==> src/lcwf_pkg.sv <==
package lcwf_pkg;

	localparam int CODE_W = 16;
	localparam int WEIGHT_W = 23;
	localparam int CAL_MARGIN = 10;
	localparam logic [WEIGHT_W-1:0] FULL_Q16 = 23'd6553600;
	localparam logic [13:0] FAST_GAIN = 14'd13107;

	typedef enum logic [1:0] {
		OP_SAMPLE = 2'd0,
		OP_FAIL   = 2'd1,
		OP_TARE   = 2'd2,
		OP_NONE   = 2'd3
	} opcode_t;

	typedef enum logic {
		REG_ZERO_CODE = 1'b0,
		REG_FULL_CODE = 1'b1
	} reg_index_t;

	typedef struct packed {
		logic [1:0]  opcode;
		logic [15:0] adc_code;
	} in_item_t;

	typedef struct packed {
		logic [22:0] fast_weight;
		logic [22:0] slow_weight;
		logic [22:0] tare_weight;
		logic        valid_res;
	} out_item_t;

	// request classified by the front part
	typedef struct packed {
		logic [1:0]  opcode;
		logic        bad_cal;
		logic [15:0] delta;
		logic [15:0] span;
	} cmd_t;

endpackage

==> src/lcwf_front.sv <==
module lcwf_front (
	input  logic              clk,
	input  logic              arst_n,
	input  logic              in_valid,
	output logic              in_stall,
	input  lcwf_pkg::in_item_t in_data,
	input  logic [15:0]       zero_code,
	input  logic [15:0]       full_code,
	output logic              cmd_valid,
	input  logic              cmd_pop,
	output lcwf_pkg::cmd_t    cmd_data
);
	import lcwf_pkg::*;

	cmd_t       cmd_w;
	cmd_t       q_mem_q [2];
	logic       wr_q;
	logic       rd_q;
	logic [1:0] cnt_q;
	logic       push;

	// classify request: calibration check and code offset
	always_comb begin
		cmd_w.opcode  = in_data.opcode;
		cmd_w.bad_cal = ({1'b0, full_code} <= ({1'b0, zero_code} + 17'(CAL_MARGIN)));
		cmd_w.span    = full_code - zero_code;
		cmd_w.delta   = (in_data.adc_code > zero_code) ? (in_data.adc_code - zero_code) : '0;
	end

	assign in_stall  = (cnt_q == 2'd2);
	assign push      = in_valid && !in_stall;
	assign cmd_valid = (cnt_q != 2'd0);
	assign cmd_data  = q_mem_q[rd_q];

	// two-entry queue to the back part
	always_ff @(posedge clk) begin
		if (push) q_mem_q[wr_q] <= cmd_w;
	end

	always_ff @(posedge clk or negedge arst_n) begin
		if (!arst_n) begin
			wr_q  <= 1'b0;
			rd_q  <= 1'b0;
			cnt_q <= 2'd0;
		end else begin
			if (push) wr_q <= ~wr_q;
			if (cmd_pop) rd_q <= ~rd_q;
			cnt_q <= cnt_q + 2'(push) - 2'(cmd_pop);
		end
	end

	a_no_overflow: assert property (@(posedge clk) disable iff (!arst_n)
		cnt_q <= 2'd2) else $error("queue overflow");
	a_pop_nonempty: assert property (@(posedge clk) disable iff (!arst_n)
		cmd_pop |-> cnt_q != 2'd0) else $error("pop from empty queue");
	a_full_stall: assert property (@(posedge clk) disable iff (!arst_n)
		(cnt_q == 2'd2 && !cmd_pop) |=> in_stall) else $error("full queue not stalled");

endmodule

==> src/lcwf_div.sv <==
module lcwf_div #(
	parameter int NUM_W = 39,
	parameter int DEN_W = 16
) (
	input  logic             clk,
	input  logic             arst_n,
	input  logic             start,
	input  logic [NUM_W-1:0] num,
	input  logic [DEN_W-1:0] den,
	output logic             busy,
	output logic             done,
	output logic [NUM_W-1:0] quot
);
	localparam int CNT_W = $clog2(NUM_W + 1);

	logic [NUM_W-1:0] q_q;
	logic [DEN_W:0]   r_q;
	logic [DEN_W-1:0] d_q;
	logic [CNT_W-1:0] cnt_q;
	logic             busy_q;
	logic             done_q;
	logic [DEN_W:0]   trial;
	logic             ge;

	// one quotient bit per cycle, restoring
	assign trial = {r_q[DEN_W-1:0], q_q[NUM_W-1]};
	assign ge    = trial >= {1'b0, d_q};

	always_ff @(posedge clk or negedge arst_n) begin
		if (!arst_n) begin
			busy_q <= 1'b0;
			done_q <= 1'b0;
			cnt_q  <= '0;
		end else begin
			done_q <= 1'b0;
			if (start) begin
				busy_q <= 1'b1;
				cnt_q  <= CNT_W'(NUM_W);
			end else if (busy_q) begin
				cnt_q <= cnt_q - 1'b1;
				if (cnt_q == CNT_W'(1)) begin
					busy_q <= 1'b0;
					done_q <= 1'b1;
				end
			end
		end
	end

	always_ff @(posedge clk) begin
		if (start) begin
			q_q <= num;
			r_q <= '0;
			d_q <= den;
		end else if (busy_q) begin
			q_q <= {q_q[NUM_W-2:0], ge};
			r_q <= ge ? (trial - {1'b0, d_q}) : trial;
		end
	end

	assign busy = busy_q;
	assign done = done_q;
	assign quot = q_q;

endmodule

==> src/lcwf_back.sv <==
module lcwf_back #(
	parameter int WINDOW = 32
) (
	input  logic                clk,
	input  logic                arst_n,
	input  logic                cmd_valid,
	output logic                cmd_pop,
	input  lcwf_pkg::cmd_t      cmd_data,
	output logic                out_valid,
	input  logic                out_stall,
	output lcwf_pkg::out_item_t out_data
);
	import lcwf_pkg::*;

	localparam int IDX_W = (WINDOW > 1) ? $clog2(WINDOW) : 1;
	localparam int CNT_W = $clog2(WINDOW + 1);
	localparam int SUM_W = WEIGHT_W + CNT_W;
	localparam int NUM_W = 39;

	typedef enum logic [2:0] {
		ST_IDLE, ST_MAP, ST_IIR, ST_READ, ST_SUM, ST_AVG, ST_OUT
	} st_t;

	st_t st_q, st_d;

	logic [WEIGHT_W-1:0] mem_q [WINDOW];
	logic [WINDOW-1:0]   wvalid_q;
	logic [WEIGHT_W-1:0] old_q;
	logic [IDX_W-1:0]    slot_q;
	logic [CNT_W-1:0]    fill_q;
	logic [SUM_W-1:0]    sum_q;
	logic [WEIGHT_W-1:0] fast_q, slow_q, tare_q, x_q;
	logic                vflag_q;
	cmd_t                cmd_q;
	logic                ovld_q;
	out_item_t           odata_q;

	logic             dstart;
	logic [NUM_W-1:0] dnum;
	logic [NUM_W-1:0] dden;
	logic             dbusy, ddone;
	logic [NUM_W-1:0] dquot;
	logic [NUM_W-1:0] mul_w;
	logic signed [24:0] diff;
	logic signed [39:0] prod;
	logic signed [24:0] step;

	lcwf_div #(.NUM_W(NUM_W), .DEN_W(NUM_W)) u_div (
		.clk, .arst_n, .start(dstart), .num(dnum), .den(dden),
		.busy(dbusy), .done(ddone), .quot(dquot)
	);

	// scale offset by full range
	assign mul_w = NUM_W'(cmd_q.delta) * NUM_W'(FULL_Q16);
	// iir step, arithmetic shift floors toward minus infinity
	assign diff = 25'(x_q) - 25'(fast_q);
	assign prod = 40'(diff) * 40'(signed'({1'b0, FAST_GAIN}));
	assign step = 25'(prod >>> 16);

	// sequencer next state
	always_comb begin
		st_d    = st_q;
		cmd_pop = 1'b0;
		dstart  = 1'b0;
		dnum    = mul_w;
		dden    = NUM_W'(cmd_q.span);
		unique case (st_q)
			ST_IDLE: if (cmd_valid && !ovld_q) begin
				cmd_pop = 1'b1;
				st_d    = ST_MAP;
			end
			ST_MAP: begin
				if (cmd_q.opcode != OP_SAMPLE) st_d = ST_OUT;
				else if (cmd_q.bad_cal || cmd_q.delta == 16'd0) st_d = ST_IIR;
				else if (!dbusy && !ddone) dstart = 1'b1;
				else if (ddone) st_d = ST_IIR;
			end
			ST_IIR:  st_d = ST_READ;
			ST_READ: st_d = ST_SUM;
			ST_SUM: begin
				dstart = 1'b1;
				st_d   = ST_AVG;
			end
			ST_AVG: if (ddone) st_d = ST_OUT;
			ST_OUT:  st_d = ST_IDLE;
			default: st_d = ST_IDLE;
		endcase
		if (st_q == ST_SUM) begin
			dnum = NUM_W'(sum_q);
			dden = NUM_W'(fill_q);
		end
	end

	always_ff @(posedge clk or negedge arst_n) begin
		if (!arst_n) begin
			st_q     <= ST_IDLE;
			wvalid_q <= '0;
			slot_q   <= '0;
			fill_q   <= '0;
			sum_q    <= '0;
			fast_q   <= '0;
			slow_q   <= '0;
			tare_q   <= '0;
			vflag_q  <= 1'b0;
			ovld_q   <= 1'b0;
			x_q      <= '0;
		end else begin
			st_q <= st_d;
			if (ovld_q && !out_stall) ovld_q <= 1'b0;
			unique case (st_q)
				ST_MAP: if (cmd_q.opcode == OP_SAMPLE) begin
					if (cmd_q.bad_cal || cmd_q.delta == 16'd0) x_q <= '0;
					else if (ddone)
						x_q <= (dquot > NUM_W'(FULL_Q16)) ? FULL_Q16 : dquot[WEIGHT_W-1:0];
				end
				ST_IIR: fast_q <= WEIGHT_W'(25'(fast_q) + step);
				ST_READ: begin
					sum_q <= sum_q - (wvalid_q[slot_q] ? SUM_W'(old_q) : '0) + SUM_W'(x_q);
					wvalid_q[slot_q] <= 1'b1;
					slot_q <= (slot_q == IDX_W'(WINDOW - 1)) ? '0 : slot_q + 1'b1;
					if (fill_q != CNT_W'(WINDOW)) fill_q <= fill_q + 1'b1;
				end
				ST_AVG: if (ddone) begin
					slow_q  <= dquot[WEIGHT_W-1:0];
					vflag_q <= 1'b1;
				end
				ST_OUT: begin
					if (cmd_q.opcode == OP_FAIL) vflag_q <= 1'b0;
					if (cmd_q.opcode == OP_TARE) tare_q <= fast_q;
					ovld_q <= 1'b1;
				end
				default: ;
			endcase
		end
	end

	// window memory, registered read of the slot being replaced
	always_ff @(posedge clk) begin
		if (st_q == ST_IIR) old_q <= mem_q[slot_q];
		if (st_q == ST_READ) mem_q[slot_q] <= x_q;
		if (cmd_pop) cmd_q <= cmd_data;
	end

	// output register
	always_ff @(posedge clk) begin
		if (st_q == ST_OUT) begin
			odata_q.fast_weight <= fast_q;
			odata_q.slow_weight <= slow_q;
			odata_q.tare_weight <= (cmd_q.opcode == OP_TARE) ? fast_q : tare_q;
			odata_q.valid_res   <= (cmd_q.opcode == OP_FAIL) ? 1'b0 : vflag_q;
		end
	end

	assign out_valid = ovld_q;
	assign out_data  = odata_q;

	a_fill_bound: assert property (@(posedge clk) disable iff (!arst_n)
		fill_q <= CNT_W'(WINDOW)) else $error("fill count overrun");
	a_out_hold: assert property (@(posedge clk) disable iff (!arst_n)
		(ovld_q && out_stall) |=> ovld_q) else $error("result dropped");
	a_fast_range: assert property (@(posedge clk) disable iff (!arst_n)
		fast_q <= FULL_Q16) else $error("fast weight out of range");
	a_avg_nonzero: assert property (@(posedge clk) disable iff (!arst_n)
		(st_q == ST_AVG) |-> fill_q != '0) else $error("average of empty window");

endmodule

==> src/load_cell_weight_filter.sv <==
// Load-cell weight filter. Each request is a sample, a failed read or a tare
// command and gives one result with the IIR weight, the moving average over
// WINDOW samples, the tare weight and a read-valid flag, all in 1/65536 kg.
// A front stage checks calibration and queues up to two requests; the back
// sequencer does one request at a time. A sample goes through a bit-serial
// divider twice, once to map the code to weight and once to form the
// average. A code at or below zero_code, or a bad calibration, skips the
// first pass. Failed reads, tares and the unused opcode skip both passes.
// The next request starts only once the previous result has left the
// output register, so a stalled result holds up the input. zero_code and
// full_code must be written only while no request is in flight; the block
// itself does not enforce this.
module load_cell_weight_filter #(
	parameter int WINDOW = 32
) (
	input  logic                clk,
	input  logic                arst_n,
	input  logic                in_valid,
	output logic                in_stall,
	input  lcwf_pkg::in_item_t  in_data,
	output logic                out_valid,
	input  logic                out_stall,
	output lcwf_pkg::out_item_t out_data,
	input  logic                cfg_valid,
	output logic                cfg_ready,
	input  logic                cfg_index,
	input  logic [15:0]         cfg_data
);
	import lcwf_pkg::*;

	logic [15:0] zero_q, full_q;
	logic        cmd_valid, cmd_pop;
	cmd_t        cmd_data;

	assign cfg_ready = 1'b1;

	// calibration registers
	always_ff @(posedge clk or negedge arst_n) begin
		if (!arst_n) begin
			zero_q <= '0;
			full_q <= 16'hFFFF;
		end else if (cfg_valid && cfg_ready) begin
			unique case (reg_index_t'(cfg_index))
				REG_ZERO_CODE: zero_q <= cfg_data;
				REG_FULL_CODE: full_q <= cfg_data;
				default: ;
			endcase
		end
	end

	lcwf_front u_front (
		.clk, .arst_n, .in_valid, .in_stall, .in_data,
		.zero_code(zero_q), .full_code(full_q),
		.cmd_valid, .cmd_pop, .cmd_data
	);

	lcwf_back #(.WINDOW(WINDOW)) u_back (
		.clk, .arst_n, .cmd_valid, .cmd_pop, .cmd_data,
		.out_valid, .out_stall, .out_data
	);

endmodule
==> config.mk <==
export PLATFORM = sky130hd
export DESIGN_NAME = load_cell_weight_filter
export DESIGN_NICKNAME = d
export VERILOG_FILES = /design/src/lcwf_pkg.sv /design/src/lcwf_front.sv /design/src/lcwf_div.sv /design/src/lcwf_back.sv /design/src/load_cell_weight_filter.sv
export SDC_FILE = /design/constraint.sdc
export NUM_CORES = 2
export LEC_CHECK = 0
export BUFFER_PORTS_ARGS = -buffer_cell sky130_fd_sc_hd__buf_4
export CAP_MARGIN = 10
export CORE_ASPECT_RATIO = 0.5
export CORE_MARGIN = 1
export CORE_UTILIZATION = 55
export CTS_BUF_LIST = sky130_fd_sc_hd__clkbuf_4
export DETAILED_ROUTE_END_ITERATION = 6
export GPL_TIMING_DRIVEN = 0
export PLACE_DENSITY = 0.73
export SETUP_SLACK_MARGIN = 0.05
export SLEW_MARGIN = 25
export SYNTH_ARGS = -nofsm -noshare
export SYNTH_HDL_FRONTEND = slang
export SYNTH_SLANG_ARGS = --single-unit
==> constraint.sdc <==
create_clock -name clk -period 10.3 [get_ports clk]
set_input_delay 1.545 -clock clk [delete_from_list [all_inputs] [get_ports clk]]
set_output_delay 1.545 -clock clk [all_outputs]
set_load 0.01 [all_outputs]
==> metrics.csv <==
metric;value;unit
cpPeakStageDelay;0.60;ns
slew_headroom;25.0;%
syn-num-nets;5019;
period_needed;9.90;ns
final_util;63.3;%
synthTopCellsByArea;edfxtp_1 (48%), dfrtp_1 (8.0%), ha_1 (7.0%);
row_count;86;
fin_nets;5510;
min_path_type;primary input to async pin;
drive_above_1_share;21.5;%
tns;0;ns
worstSetupPathType;flip-flop to flip-flop;
clock_path_buffers;4;
synthDistinctLibCells;87;
cts-buffers-inserted;291;
violations;design-rule violations;
fin_skew;0.100;ns
drt-vias-per-instance;6.01;
num_vias;40100;
cp.required;11.46;ns
routedWlPerCell;24.7;um
finalHoldViolations;0;
setup.worst_path.start_class;flip-flop;
worst_pin_slew;1.11;ns
path_clk_slew;0.07;ns
yosys.area.top_type;edfxtp_1;
htreeDepth;5;
min_period_over_period;96.1;%
die_w;476;um
area_growth;13.4;%
holdWs;0.280;ns
antenna_found_initial;8;
drt_wl_total;164000;um
start_util;55.8;%
grt.total_usage;28.9;%
crit_path_end_kind;flip-flop;
status;complete, but fails checks;
critPathMostFrequentCell;fa_1;
grt_pass1_wl;241000;um
synth_edf_count;989;
postRouteAntennaNets;0;
setup_violations;0;
clock_latency;1.26;ns
drv_slew;0;
synth_cells;4488;
ys.flop_type;edfxtp_1;
yosys_warnings;0;
synth_seq_cells;1241;
netlist.area_leader.share;48.1;%
async_reset_ff_share;17.2;%
clock-root-buffer;clkbuf_4;
arrival;11.06;ns
drv_cap;0;
io_buffers;111;
overflow;0;
max_freq;0.101;GHz
cts_tree;built;
fp.dieH;239;um
drc_errors;7;
synthesis.area;61800;um2
postCtsHoldBufs;0;
cts.sink_count;1241;
hpwl;116000;um
coreArea;111000;um2
dieArea;114000;um2
first_pass_iters;7;
drt-initial-drc-count;4455;
path_max_fanout;8;
seq_area_frac_synth;58.0;%
avgSynthCellArea;13.8;um2
grt_max_degree;82;
place_congestion;0.905;
io_pins;113;
n_fill_cell;8077;
cp_slowest_cell;dfrtp_4;
grt_pass1_vias;39800;
[cell type report]
class / count / area, um2 / share of cell area [%]
clock buffer: 424 / 3180 / 4.54
antenna: 5 / 12.5 / 0.0179
sequential: 1241 / 35900 / 51.2
inverter: 479 / 1800 / 2.57
tap: 1496 / 1870 / 2.67
timing repair buffer: 199 / 2310 / 3.30
multi-input combinational: 2620 / 24100 / 34.3
clock inverter: 52 / 363 / 0.518
buffer: 147 / 582 / 0.830
[through the flow]
stage | setup WS, ns | cell area, um2 | std cells
6_report | 0.402 | 70100 | 6663
5_1_grt | -0.0599 | 70100 | 6660
4_1_cts | 0.0560 | 69500 | 6623
3_5_place_dp | -0.390 | 65900 | 6147
3_3_place_gp | -0.810 | 64500 | 6095
2_1_floorplan | 0.939 | 61800 | 4488
[layer usage]
layer  up-vias  global-route usage (%)  part of all wire, %
li1      17600                       -                    -
met1     19900                    39.9                   40
met2      2118                    43.4                   44
met3       367                    9.40                   13
met4        10                    9.12                  2.7
met5         -                       0                0.047
[cells in the mapped netlist (31+ instances only)]
library cell,count
a21o_1,88
a21oi_1,111
a22oi_1,101
and2_1,43
clkbuf_1,120
dfrtp_1,197
dfxtp_1,39
edfxtp_1,989
fa_1,143
ha_1,348
inv_1,479
mux2_2,78
mux4_2,192
nand2_1,320
nand2b_1,31
nand3_1,80
nand4_1,48
nor2_1,168
nor3_1,65
o21ai_0,208
or2_2,41
xnor2_1,105
xor2_1,101
[path summary, 6_finish.rpt]
check | start | endpoint | slack (ns) | cells after the start
setup / recovery | u_back.x_q[0] | u_back.fast_q[22] | 0.40 | 42
hold / removal | arst_n | u_back.u_div.busy | 0.28 | 1
setup reg to reg | u_back.x_q[0] | u_back.fast_q[22] | 0.40 | 42
hold reg to reg | u_back.slow_q[2] | u_back.out_data[26] | 0.45 | 0
max in group asynchronous | arst_n | u_back.tare_q[14] | 8.64 | 3
min in group clk | u_back.slow_q[2] | u_back.out_data[26] | 0.45 | 0
[registers in the layout, summed over array words and instances, names as in the netlist, 23 cells and up]
name / count
u_back.cmd_q: 35
u_front.q_mem_q: 70
u_back.u_div.r_q: 39
u_back.old_q: 23
u_back.wvalid_q: 32
u_back.mem_q: 736
u_back.sum_q: 29
u_back.u_div.quot: 39
u_back.x_q: 23
u_back.out_data: 70
u_back.slow_q: 23
u_back.fast_q: 23
u_back.tare_q: 23
[worst max-delay path, delay by kind of cell, from the launching register on]
kind,cells,cell delay [ns]
adders and majority gates,10,3.92
DFF,1,0.60
buffers and inverters,4,0.26
xor gates and xnor gates,3,0.40
AOI/OAI and AO/OA,12,2.61
and+or+nand+nor,12,1.82
muxes,1,0.22
[cell usage in the layout (no fill, tap or decap), drive strengths merged, types with 78 or more instances in the layout]
cell    count
o21ai     214
ha        348
inv       484
nand3      80
mux4      192
xnor2     106
nand2     320
clkbuf    547
edfxtp    989
a22oi     101
buf       223
mux2       78
dfrtp     197
a21oi     113
fa        143
xor2      102
a21o       88
nor2      169
[timing repair]
| action | CTS | global route |
|---|---|---|
| resized for setup | 14 | 44 |
| setup endpoints to repair | 4 | 11 |
| pin swaps | 2 | 12 |
| buffers inserted | 0 | 36 |
[kinds of logic after synthesis]
kind of cell,share of synthesized area [%]
flops,58.0
simple gates,7.15
compound gates,7.67
buf+inv,3.83
fa+ha+maj,11.7
mux,8.66
xor+xnor,3.01
other cells,0.00607
Power is left out: the tool's default activity adds up to more than one toggle a clock period on the data nets, which glitch-free logic cannot reach.
